File: src/rtl/fss_pkg.sv
// Package for the fuzzy subsequence scorer: sizes, codes, character constants, a case-folding helper.
package fss_pkg;

  localparam int unsigned MaxQueryDef     = 64;
  localparam int unsigned MaxCandidateDef = 4096;

  localparam int unsigned SymW   = 8;
  localparam int unsigned ScoreW = 17;
  localparam int unsigned FracW  = 16;

  localparam logic [ScoreW-1:0] ScoreOne = ScoreW'(1 << FracW);

  localparam logic [SymW-1:0] ChSlash = 8'h2F;
  localparam logic [SymW-1:0] ChDash  = 8'h2D;
  localparam logic [SymW-1:0] ChUnder = 8'h5F;
  localparam logic [SymW-1:0] ChSpace = 8'h20;
  localparam logic [SymW-1:0] ChUpA   = 8'h41;
  localparam logic [SymW-1:0] ChUpZ   = 8'h5A;

  // tenths awarded per matched character
  localparam logic [3:0] TenBase  = 4'd1;
  localparam logic [3:0] TenCase  = 4'd1;
  localparam logic [3:0] TenAdj   = 4'd8;
  localparam logic [3:0] TenSep   = 4'd7;

  typedef enum logic [2:0] {
    ST_FUZZY    = 3'd0,
    ST_EXACT    = 3'd1,
    ST_LASTSEG  = 3'd2,
    ST_NOMATCH  = 3'd3,
    ST_INVALID  = 3'd4
  } fss_status_e;

  typedef enum logic [3:0] {
    S_IDLE,
    S_MATCH,
    S_CHECK,
    S_SEG_RD,
    S_SEG_CMP,
    S_MUL_A,
    S_MUL_B,
    S_DEN,
    S_DIV_GO,
    S_DIV,
    S_EMIT
  } fss_state_e;

  function automatic logic [SymW-1:0] fold_case(input logic [SymW-1:0] c);
    logic [SymW-1:0] r;
    r = c;
    if (c >= ChUpA && c <= ChUpZ) begin
      r = c + 8'd32;
    end
    return r;
  endfunction

endpackage

File: src/rtl/fuzzy_subsequence_score.sv
// Top level of the fuzzy subsequence scorer: query store, match sequencer, result register.
//
// Usage: load a query one beat at a time with mode_i = 0 (last_i on its final
// character), then stream candidate paths with mode_i = 1, last_i marking the
// end of each. Query characters are matched greedily, in order, ignoring ASCII
// case; each match earns tenths (base 1, +1 same case, +8 straight after the
// previous match, at the start or after '/', else +7 after '-', '_' or space).
// One result beat per candidate: an exact match or a query equal to the last
// path segment gives 1.0 (65536 in Q16); a query not found in full gives
// status 3, score 0; otherwise the score is floor(T*(Q+S)*65536 / (20*Q*S)).
// Empty or too-long queries, overlong candidates and queries not shorter than
// the candidate, bar an exact match, give status 4. A query beat starts a new
// query if the previous one was closed, and drops any candidate in progress.
// A candidate beat that is not the last is accepted, then updates the match
// state from a registered query-store read. The final beat goes on to a check
// state, then a last-segment scan of up to Q+1 compared characters (a tail
// read, then a compare, for each), for a fuzzy score the set-up (products,
// denominator, divider start) and the shared restoring divider (39 numerator
// bits at the default sizes) with its done flag, then a load of the output
// register once it is free. The input is not ready while an item is in work;
// the output register lets the next item in while a result beat waits.
module fuzzy_subsequence_score
  import fss_pkg::*;
#(
  parameter int unsigned MAX_QUERY     = MaxQueryDef,
  parameter int unsigned MAX_CANDIDATE = MaxCandidateDef
) (
  input  logic              clk_i,
  input  logic              rst_ni,
  input  logic              in_valid_i,
  output logic              in_ready_o,
  input  logic              mode_i,
  input  logic [SymW-1:0]   symbol_i,
  input  logic              last_i,
  output logic              out_valid_o,
  input  logic              out_ready_i,
  output logic [ScoreW-1:0] score_o,
  output logic [2:0]        status_o
);

  localparam int unsigned QlW       = $clog2(MAX_QUERY + 1);
  localparam int unsigned QaW       = (MAX_QUERY > 1) ? $clog2(MAX_QUERY) : 1;
  localparam int unsigned TailDepth = MAX_QUERY + 1;
  localparam int unsigned TaW       = $clog2(TailDepth);
  localparam int unsigned ClW       = $clog2(MAX_CANDIDATE + 2);
  localparam int unsigned TenW      = $clog2(10 * MAX_QUERY + 1);
  localparam int unsigned SumW      = $clog2(MAX_QUERY + MAX_CANDIDATE + 2);
  localparam int unsigned AW        = TenW + SumW;
  localparam int unsigned NumW      = AW + FracW;
  localparam int unsigned BW        = QlW + ClW;
  localparam int unsigned DenW      = BW + 5;

  // ---------------------------------------------------------------------------
  // State
  // ---------------------------------------------------------------------------
  fss_state_e state_q, state_d;

  // query bookkeeping
  logic [QlW-1:0]  ql_q, ql_d;
  logic            too_long_q, too_long_d;
  logic            closed_q, closed_d;

  // per-candidate match state
  logic [QlW-1:0]  qpos_q, qpos_d;
  logic [ClW-1:0]  cl_q, cl_d;
  logic [TenW-1:0] tenths_q, tenths_d;
  logic [SymW-1:0] prev_q, prev_d;
  logic            adj_q, adj_d;
  logic            eq_q, eq_d;
  logic [TaW-1:0]  tidx_q, tidx_d;    // candidate length modulo tail depth

  // latched beat
  logic [SymW-1:0] sym_q;
  logic            last_q;

  // last-segment scan
  logic [QlW-1:0]  segk_q, segk_d;
  logic [TaW-1:0]  tptr_q, tptr_d;

  // score arithmetic
  logic [AW-1:0]   prod_a_q, prod_a_d;
  logic [BW-1:0]   prod_b_q, prod_b_d;
  logic [DenW-1:0] den_q, den_d;

  // pending result and output register
  logic [ScoreW-1:0] res_score_q, res_score_d;
  fss_status_e       res_status_q, res_status_d;
  logic              out_valid_q, out_valid_d;
  logic [ScoreW-1:0] out_score_q;
  fss_status_e       out_status_q;
  logic              out_load;

  // memories
  logic [SymW-1:0] qmem [MAX_QUERY];
  logic [SymW-1:0] tmem [TailDepth];
  logic [SymW-1:0] rd_pos_q, rd_qp_q, rd_tail_q;
  logic            q_we, t_we;
  logic [QaW-1:0]  q_waddr, q_raddr_a;

  // divider
  logic            div_start, div_busy, div_done;
  logic [NumW-1:0] div_quot;

  logic in_acc;
  assign in_ready_o = (state_q == S_IDLE);
  assign in_acc     = in_valid_i && in_ready_o;

  // ---------------------------------------------------------------------------
  // Combinational helpers
  // ---------------------------------------------------------------------------
  logic [QlW-1:0]  qbase;
  logic [3:0]      tval;
  logic            qp_hit, in_range, ch_match;
  logic [TaW:0]    seg_start;
  logic [SymW-1:0] seg_exp;
  logic [ScoreW-1:0] quot_clamped;

  assign qbase    = closed_q ? '0 : ql_q;
  assign in_range = cl_q < ClW'(MAX_CANDIDATE);
  assign qp_hit   = qpos_q < ql_q;
  assign ch_match = fold_case(rd_qp_q) == fold_case(sym_q);

  always_comb begin
    tval = TenBase;
    if (rd_qp_q == sym_q) begin
      tval = tval + TenCase;
    end
    if (adj_q || prev_q == ChSlash) begin
      tval = tval + TenAdj;
    end else if (prev_q == ChDash || prev_q == ChUnder || prev_q == ChSpace) begin
      tval = tval + TenSep;
    end
  end

  // first tail entry to check: the one just before the last Q characters
  always_comb begin
    seg_start = (TaW+1)'(tidx_q) + (TaW+1)'(TailDepth) - (TaW+1)'(ql_q) - (TaW+1)'(1);
    if (seg_start >= (TaW+1)'(TailDepth)) begin
      seg_start = seg_start - (TaW+1)'(TailDepth);
    end
  end

  assign seg_exp = (segk_q == '0) ? ChSlash : rd_pos_q;

  assign quot_clamped = (div_quot > NumW'(ScoreOne)) ? ScoreOne : div_quot[ScoreW-1:0];

  // ---------------------------------------------------------------------------
  // Next state
  // ---------------------------------------------------------------------------
  always_comb begin
    state_d = state_q;
    case (state_q)
      S_IDLE: begin
        if (in_acc && mode_i) begin
          state_d = S_MATCH;
        end
      end
      S_MATCH: state_d = last_q ? S_CHECK : S_IDLE;
      S_CHECK: begin
        if (ql_q == '0 || too_long_q || cl_q > ClW'(MAX_CANDIDATE)) begin
          state_d = S_EMIT;
        end else if (eq_q && ClW'(ql_q) == cl_q) begin
          state_d = S_EMIT;
        end else if (ClW'(ql_q) >= cl_q) begin
          state_d = S_EMIT;
        end else begin
          state_d = S_SEG_RD;
        end
      end
      S_SEG_RD: state_d = S_SEG_CMP;
      S_SEG_CMP: begin
        if (rd_tail_q != seg_exp) begin
          state_d = qp_hit ? S_EMIT : S_MUL_A;
        end else if (segk_q == ql_q) begin
          state_d = S_EMIT;
        end else begin
          state_d = S_SEG_RD;
        end
      end
      S_MUL_A:  state_d = S_MUL_B;
      S_MUL_B:  state_d = S_DEN;
      S_DEN:    state_d = S_DIV_GO;
      S_DIV_GO: state_d = S_DIV;
      S_DIV: begin
        if (div_done) begin
          state_d = S_EMIT;
        end
      end
      S_EMIT: begin
        if (out_load) begin
          state_d = S_IDLE;
        end
      end
      default: state_d = S_IDLE;
    endcase
  end

  // ---------------------------------------------------------------------------
  // Datapath and outputs of the sequencer
  // ---------------------------------------------------------------------------
  assign out_load  = (state_q == S_EMIT) && (!out_valid_q || out_ready_i);
  assign div_start = (state_q == S_DIV_GO);

  always_comb begin
    ql_d         = ql_q;
    too_long_d   = too_long_q;
    closed_d     = closed_q;
    qpos_d       = qpos_q;
    cl_d         = cl_q;
    tenths_d     = tenths_q;
    prev_d       = prev_q;
    adj_d        = adj_q;
    eq_d         = eq_q;
    tidx_d       = tidx_q;
    segk_d       = segk_q;
    tptr_d       = tptr_q;
    prod_a_d     = prod_a_q;
    prod_b_d     = prod_b_q;
    den_d        = den_q;
    res_score_d  = res_score_q;
    res_status_d = res_status_q;
    q_we         = 1'b0;
    t_we         = 1'b0;
    q_waddr      = QaW'(qbase);
    q_raddr_a    = QaW'(cl_q);
    out_valid_d  = out_valid_q;

    if (out_valid_q && out_ready_i) begin
      out_valid_d = 1'b0;
    end

    case (state_q)
      S_IDLE: begin
        if (in_acc && !mode_i) begin
          // query beat: restart if the last query was closed
          if (closed_q) begin
            too_long_d = 1'b0;
          end
          if (qbase < QlW'(MAX_QUERY)) begin
            q_we = 1'b1;
            ql_d = qbase + 1'b1;
          end else begin
            ql_d       = qbase;
            too_long_d = 1'b1;
          end
          closed_d = last_i;
          qpos_d   = '0;
          cl_d     = '0;
          tenths_d = '0;
          prev_d   = '0;
          adj_d    = 1'b1;
          eq_d     = 1'b1;
          tidx_d   = '0;
        end
      end
      S_MATCH: begin
        if (in_range) begin
          t_we   = 1'b1;
          tidx_d = (tidx_q == TaW'(TailDepth - 1)) ? '0 : tidx_q + 1'b1;
          if (!(ClW'(ql_q) > cl_q && rd_pos_q == sym_q)) begin
            eq_d = 1'b0;
          end
          if (qp_hit && ch_match) begin
            tenths_d = tenths_q + TenW'(tval);
            qpos_d   = qpos_q + 1'b1;
            adj_d    = 1'b1;
          end else begin
            adj_d = 1'b0;
          end
          prev_d = sym_q;
          cl_d   = cl_q + 1'b1;
        end else begin
          cl_d = ClW'(MAX_CANDIDATE + 1);
        end
      end
      S_CHECK: begin
        res_score_d  = '0;
        res_status_d = ST_INVALID;
        if (ql_q == '0 || too_long_q || cl_q > ClW'(MAX_CANDIDATE)) begin
          res_status_d = ST_INVALID;
        end else if (eq_q && ClW'(ql_q) == cl_q) begin
          res_score_d  = ScoreOne;
          res_status_d = ST_EXACT;
        end
        segk_d = '0;
        tptr_d = seg_start[TaW-1:0];
      end
      S_SEG_RD: begin
        q_raddr_a = QaW'(segk_q - 1'b1);
      end
      S_SEG_CMP: begin
        if (rd_tail_q != seg_exp) begin
          res_score_d  = '0;
          res_status_d = ST_NOMATCH;
        end else if (segk_q == ql_q) begin
          res_score_d  = ScoreOne;
          res_status_d = ST_LASTSEG;
        end else begin
          segk_d = segk_q + 1'b1;
          tptr_d = (tptr_q == TaW'(TailDepth - 1)) ? '0 : tptr_q + 1'b1;
        end
      end
      S_MUL_A: begin
        prod_a_d = AW'(tenths_q) * AW'(SumW'(ql_q) + SumW'(cl_q));
      end
      S_MUL_B: begin
        prod_b_d = BW'(ql_q) * BW'(cl_q);
      end
      S_DEN: begin
        // 20 * Q * S as two shifted copies
        den_d = (DenW'(prod_b_q) << 4) + (DenW'(prod_b_q) << 2);
      end
      S_DIV_GO: begin
      end
      S_DIV: begin
        if (div_done) begin
          res_score_d  = quot_clamped;
          res_status_d = ST_FUZZY;
        end
      end
      S_EMIT: begin
        if (out_load) begin
          out_valid_d = 1'b1;
          qpos_d      = '0;
          cl_d        = '0;
          tenths_d    = '0;
          prev_d      = '0;
          adj_d       = 1'b1;
          eq_d        = 1'b1;
          tidx_d      = '0;
        end
      end
      default: begin
      end
    endcase
  end

  // ---------------------------------------------------------------------------
  // Registers
  // ---------------------------------------------------------------------------
  always_ff @(posedge clk_i or negedge rst_ni) begin
    if (!rst_ni) begin
      state_q     <= S_IDLE;
      ql_q        <= '0;
      too_long_q  <= 1'b0;
      closed_q    <= 1'b0;
      qpos_q      <= '0;
      cl_q        <= '0;
      tenths_q    <= '0;
      prev_q      <= '0;
      adj_q       <= 1'b1;
      eq_q        <= 1'b1;
      tidx_q      <= '0;
      out_valid_q <= 1'b0;
    end else begin
      state_q     <= state_d;
      ql_q        <= ql_d;
      too_long_q  <= too_long_d;
      closed_q    <= closed_d;
      qpos_q      <= qpos_d;
      cl_q        <= cl_d;
      tenths_q    <= tenths_d;
      prev_q      <= prev_d;
      adj_q       <= adj_d;
      eq_q        <= eq_d;
      tidx_q      <= tidx_d;
      out_valid_q <= out_valid_d;
    end
  end

  // payload, no reset
  always_ff @(posedge clk_i) begin
    if (in_acc) begin
      sym_q  <= symbol_i;
      last_q <= last_i;
    end
    segk_q       <= segk_d;
    tptr_q       <= tptr_d;
    prod_a_q     <= prod_a_d;
    prod_b_q     <= prod_b_d;
    den_q        <= den_d;
    res_score_q  <= res_score_d;
    res_status_q <= res_status_d;
    if (out_load) begin
      out_score_q  <= res_score_q;
      out_status_q <= res_status_q;
    end
  end

  // query store: one write port, two registered read ports
  always_ff @(posedge clk_i) begin
    if (q_we) begin
      qmem[q_waddr] <= symbol_i;
    end
    rd_pos_q <= qmem[q_raddr_a];
    rd_qp_q  <= qmem[QaW'(qpos_q)];
  end

  // candidate tail window: circular, last MAX_QUERY+1 characters
  always_ff @(posedge clk_i) begin
    if (t_we) begin
      tmem[tidx_q] <= sym_q;
    end
    rd_tail_q <= tmem[tptr_q];
  end

  // ---------------------------------------------------------------------------
  // Shared divider
  // ---------------------------------------------------------------------------
  fss_div #(
    .NUM_W (NumW),
    .DEN_W (DenW)
  ) u_div (
    .clk_i   (clk_i),
    .rst_ni  (rst_ni),
    .start_i (div_start),
    .num_i   ({prod_a_q, FracW'(0)}),
    .den_i   (den_q),
    .busy_o  (div_busy),
    .done_o  (div_done),
    .quot_o  (div_quot)
  );

  assign out_valid_o = out_valid_q;
  assign score_o     = out_score_q;
  assign status_o    = out_status_q;

  // ---------------------------------------------------------------------------
  // Assertions
  // ---------------------------------------------------------------------------
  a_qpos_bound: assert property (@(posedge clk_i) disable iff (!rst_ni)
    qpos_q <= ql_q)
    else $error("query position beyond query length");

  a_div_only_in_div: assert property (@(posedge clk_i) disable iff (!rst_ni)
    div_busy |-> state_q == S_DIV)
    else $error("divider busy outside divide state");

  a_full_score_code: assert property (@(posedge clk_i) disable iff (!rst_ni)
    out_load && (res_status_q == ST_EXACT || res_status_q == ST_LASTSEG)
      |=> score_o == ScoreOne)
    else $error("exact or last-segment result without full score");

  a_bad_zero: assert property (@(posedge clk_i) disable iff (!rst_ni)
    out_load && (res_status_q == ST_INVALID || res_status_q == ST_NOMATCH)
      |=> score_o == '0)
    else $error("invalid or unmatched result with non-zero score");

endmodule

File: src/rtl/fss_div.sv
// Iterative restoring divider, one quotient bit per cycle.
module fss_div
  import fss_pkg::*;
#(
  parameter int unsigned NUM_W = 39,
  parameter int unsigned DEN_W = 25
) (
  input  logic             clk_i,
  input  logic             rst_ni,
  input  logic             start_i,
  input  logic [NUM_W-1:0] num_i,
  input  logic [DEN_W-1:0] den_i,
  output logic             busy_o,
  output logic             done_o,
  output logic [NUM_W-1:0] quot_o
);

  localparam int unsigned CntW = $clog2(NUM_W + 1);

  logic            busy_q, done_q;
  logic [CntW-1:0] cnt_q;
  logic [NUM_W-1:0] acc_q;
  logic [DEN_W-1:0] rem_q, den_q;

  logic [DEN_W:0]   shifted;
  logic [DEN_W+1:0] trial;
  logic             take;

  assign shifted = {rem_q, acc_q[NUM_W-1]};
  assign trial   = {1'b0, shifted} - {2'b00, den_q};
  assign take    = ~trial[DEN_W+1];

  always_ff @(posedge clk_i or negedge rst_ni) begin
    if (!rst_ni) begin
      busy_q <= 1'b0;
      done_q <= 1'b0;
      cnt_q  <= '0;
    end else if (start_i) begin
      busy_q <= 1'b1;
      done_q <= 1'b0;
      cnt_q  <= CntW'(NUM_W);
    end else if (busy_q) begin
      cnt_q <= cnt_q - 1'b1;
      if (cnt_q == CntW'(1)) begin
        busy_q <= 1'b0;
        done_q <= 1'b1;
      end
    end else begin
      done_q <= 1'b0;
    end
  end

  always_ff @(posedge clk_i) begin
    if (start_i) begin
      acc_q <= num_i;
      rem_q <= '0;
      den_q <= den_i;
    end else if (busy_q) begin
      rem_q <= take ? trial[DEN_W-1:0] : shifted[DEN_W-1:0];
      acc_q <= {acc_q[NUM_W-2:0], take};
    end
  end

  assign busy_o = busy_q;
  assign done_o = done_q;
  assign quot_o = acc_q;

  a_no_restart: assert property (@(posedge clk_i) disable iff (!rst_ni)
    start_i |-> !busy_q)
    else $error("divider restarted while busy");

  a_den_nonzero: assert property (@(posedge clk_i) disable iff (!rst_ni)
    busy_q |-> den_q != '0)
    else $error("divide by zero");

  a_rem_bound: assert property (@(posedge clk_i) disable iff (!rst_ni)
    done_q |-> rem_q < den_q)
    else $error("remainder not below divisor");

endmodule
File: config.mk
export PLATFORM = sky130hd
export DESIGN_NAME = fuzzy_subsequence_score
export DESIGN_NICKNAME = d
export VERILOG_FILES = /design/src/rtl/fss_pkg.sv /design/src/rtl/fuzzy_subsequence_score.sv /design/src/rtl/fss_div.sv
export SDC_FILE = /design/constraint.sdc
export NUM_CORES = 2
export LEC_CHECK = 0
export BUFFER_PORTS_ARGS = -buffer_cell sky130_fd_sc_hd__buf_2
export CORE_MARGIN = 2
export CORE_UTILIZATION = 30
export CTS_BUF_LIST = sky130_fd_sc_hd__clkbuf_4
export DETAILED_ROUTE_END_ITERATION = 7
export SYNTH_ARGS = -nofsm -noshare
export SYNTH_HDL_FRONTEND = slang
export SYNTH_SLANG_ARGS = --single-unit
File: constraint.sdc
create_clock -name clk_i -period 6.9 [get_ports clk_i]
set_clock_uncertainty 0.15 [all_clocks]
set_input_delay 0.345 -clock clk_i [delete_from_list [all_inputs] [get_ports clk_i]]
set_output_delay 0.345 -clock clk_i [all_outputs]
set_load 0.005 [all_outputs]
==> impl_metrics.env <==
export IMPL_synthFlopType="edfxtp_1"
export IMPL_vias_per_cell=4.96
export IMPL_finalWirelength_um=161000
export IMPL_startpoint_type="flip-flop"
export IMPL_dpl_hpwl_um=103000
export IMPL_gp_congestion=0.858
export IMPL_drt_iter0_markers=3587
export IMPL_die_w_um=475
export IMPL_yosys_area_top_type="edfxtp_1"
export IMPL_nFillCells=21500
export IMPL_top_usage_layer="met2"
export IMPL_use_met2_pct=22.4
export IMPL_final_max_slew_viol_count=0
export IMPL_critPathKind="reg -> reg"
export IMPL_clkSlewWorstSetupHoldPaths_ns=0.06
export IMPL_layout_common_cells="1207 x edfxtp_1, 511 x clkbuf_4, 464 x mux4_2"
export IMPL_final_nets=4994
export IMPL_crit_path_max_fanout=3
export IMPL_synth_seq_cells=1341
export IMPL_netlist_area_um2=66700
export IMPL_syn_inst=4294
export IMPL_ios=36
export IMPL_cts_inserted_buffers=363
export IMPL_port_buffers=35
export IMPL_peakVddDrop_mv=0.284
export IMPL_min_period_ns=6.79
export IMPL_multi_input_area_um2=25800
export IMPL_yosys_warnings=0
export IMPL_slowest_stage="fa_1"
export IMPL_hold_viol=0
export IMPL_cts_sinks=1341
export IMPL_period_share_pct=98.4
export IMPL_p_leak_nw=26.6
export IMPL_async_flop_share_pct=5.15
export IMPL_grt_use_total_pct=14.2
export IMPL_antenna_found_initial=8
export IMPL_finalSetupViolCount=0
export IMPL_die_h_um=475
export IMPL_dp_cells=7216
export IMPL_rsz0062_at_grt="true"
export IMPL_grt_max_degree=129
export IMPL_drc=0
export IMPL_drive_gt1_share_pct=25.9
export IMPL_start_util_pct=30.1
export IMPL_core_area_um2=222000
export IMPL_finalSetupTns_ns=0
export IMPL_outcome="finished, final reports clean"
export IMPL_synthTopCellsByArea="edfxtp_1 54%, mux4_2 16%, fa_1 4.6%"
export IMPL_synth_distinct_cells=88
export IMPL_worstMarginPinSlew_ns=1.32
export IMPL_min_path_type="in -> reg"
export IMPL_cts_max_path_buffers=4
export IMPL_detail_route_antenna_nets=0
export IMPL_rows=173
export IMPL_fin_cells=7845
export IMPL_cts_root_buf="clkbuf_4"
export IMPL_drt_wirelength_per_cell_um=20.5
export IMPL_use_met1_pct=19.4
export IMPL_grt_pass1_vias=40200
export IMPL_clock_latency_ns=1.30
export IMPL_synth_top_area_share_pct=54.3
export IMPL_firstDrtPassIters=8
export IMPL_synth_avg_cell_area_um2=15.5
export IMPL_cts_tree="yes"
export IMPL_vias=38900
export IMPL_drv_cap=0
export IMPL_synth_edf_count=1207
export IMPL_overflow=0
export IMPL_end_kind="flip-flop"
export IMPL_worstPathArrival_ns=7.68
export IMPL_regArea_um2=39300
export IMPL_met3_usage_pct=3.28
export IMPL_fmax_mhz=147
export IMPL_dieArea_um2=226000
export IMPL_cp_required_ns=7.79
export IMPL_syn_nets=4649
export IMPL_area_growth_syn_to_layout_pct=13.4
export IMPL_relSlewSlack_pct=11.7
export IMPL_htree_levels=5
export IMPL_power_density_nw_per_um2=309
export IMPL_layout_commonest_cell="edfxtp_1"
export IMPL_grt_pass1_wl_um=247000
export IMPL_max_stage_delay_ns=0.55
export IMPL_synth_seq_area_share_pct=58.9
==> stage by stage <==
stage | util (%) | power (mW) | hold WS [ns] | setup WS (ns) | cell area, um^2
finish | 34.1 | 23.4 | 0.181 | 0.110 | 75600
detailed placement | 31.9 | 16.7 | 0.255 | -0.227 | 70800
CTS | 34.0 | 23.6 | 0.00510 | -0.0137 | 75400
floorplan | - | 14.6 | -0.101 | 0.0237 | 66800
global route | 34.1 | 24.6 | 0.119 | -0.138 | 75600
global placement | 31.9 | 16.6 | 0.251 | -0.133 | 70800
==> power by group <==
| group | internal [mW] | total [mW] | switching [mW] |
|---|---|---|---|
| combinational | 2.83 | 6.73 | 3.90 |
| sequential | 9.48 | 9.79 | 0.303 |
| clock | 3.64 | 6.84 | 3.21 |
| total | 15.9 | 23.4 | 7.41 |
==> sequential cells by signal, indices dropped and copies added (netlist names), 20 cells and up <==
register / count
prod_b_q: 20
den_q: 23
prod_a_q: 23
u_div.quot_o: 39
tmem: 520
u_div.rem_q: 25
qmem: 512
u_div.den_q: 23
==> timing repair <==
action / 4_1_cts / 5_1_grt
endpoints found under the setup margin: 4 / 7
buffers inserted: 0 / 11
pin swaps: 7 / 22
hold buffers: 22 / 0
hold endpoints to repair: 701 / 0
resized for setup: 7 / 26
==> cell usage after synthesis (all sizes together) (20+ instances only) <==
cell,count
ha,189
inv,247
xor2,50
a211oi,27
nor2,314
mux2i,63
nor4,24
and2,101
edfxtp,1207
nand3,71
a21o,28
a31oi,31
mux4,464
nor2b,44
dfxtp,65
clkbuf,135
buf,74
o21ai,112
a21oi,104
xnor2,95
nand2b,34
nand2,322
dfrtp,67
o21a,20
nor3,40
fa,152
==> worst max-delay path: cells and delay by family, from the launching register on <==
family / cells / cell delay (ns)
compound gates: 9 / 1.34
flops: 1 / 0.42
buf+inv: 6 / 0.39
simple gates: 6 / 1.09
fa+ha+maj: 7 / 3.04
xor+xnor: 1 / 0.16
==> cells by family (layout without fill, tap and decap cells) <==
logic type | after synthesis | after routing | share of synthesized area, %
adder cells (fa/ha/maj) | 341 | 341 | 8.11
flip-flops | 1341 | 1341 | 58.9
AND/OR/NAND/NOR | 1038 | 1038 | 7.29
XOR/XNOR | 145 | 145 | 1.90
buffers and inverters | 460 | 1032 | 2.76
AO/OA/AOI/OAI | 432 | 432 | 4.26
other | 0 | 4 | 0
multiplexers | 537 | 537 | 16.8
==> worst paths after layout <==
path                              from             end  slack [ns]  depth (start not counted)
setup / recovery               ql_q[1]    prod_a_q[21]        0.11                         29
hold / removal             symbol_i[5]     qmem[53][5]        0.18                          3
setup reg to reg               ql_q[1]    prod_a_q[21]        0.11                         29
hold reg to reg               den_q[3]  u_div.den_q[3]        0.26                          0
max in group asynchronous       rst_ni     tenths_q[5]        5.53                          5
min in group asynchronous       rst_ni            eq_q        0.60                          4
==> area by class of cell <==
type | instances | share of cell area, %
flip-flops and latches | 1341 | 52.0
multi-input cells | 2493 | 34.2
clock buffers | 511 | 5.07
well taps | 2975 | 4.92
inverters | 251 | 1.25
repair buffers | 189 | 1.94
clock inverters | 81 | 0.669
diodes | 4 | 0.0132
==> metal layers <==
metal / vias to the layer above / wire length, um
li1: 17300 / -
met1: 20000 / 70200
met2: 1312 / 76400
met3: 251 / 10900
met4: 2 / 3580
met5: - / 13
Power figures use the tool's default switching activity.
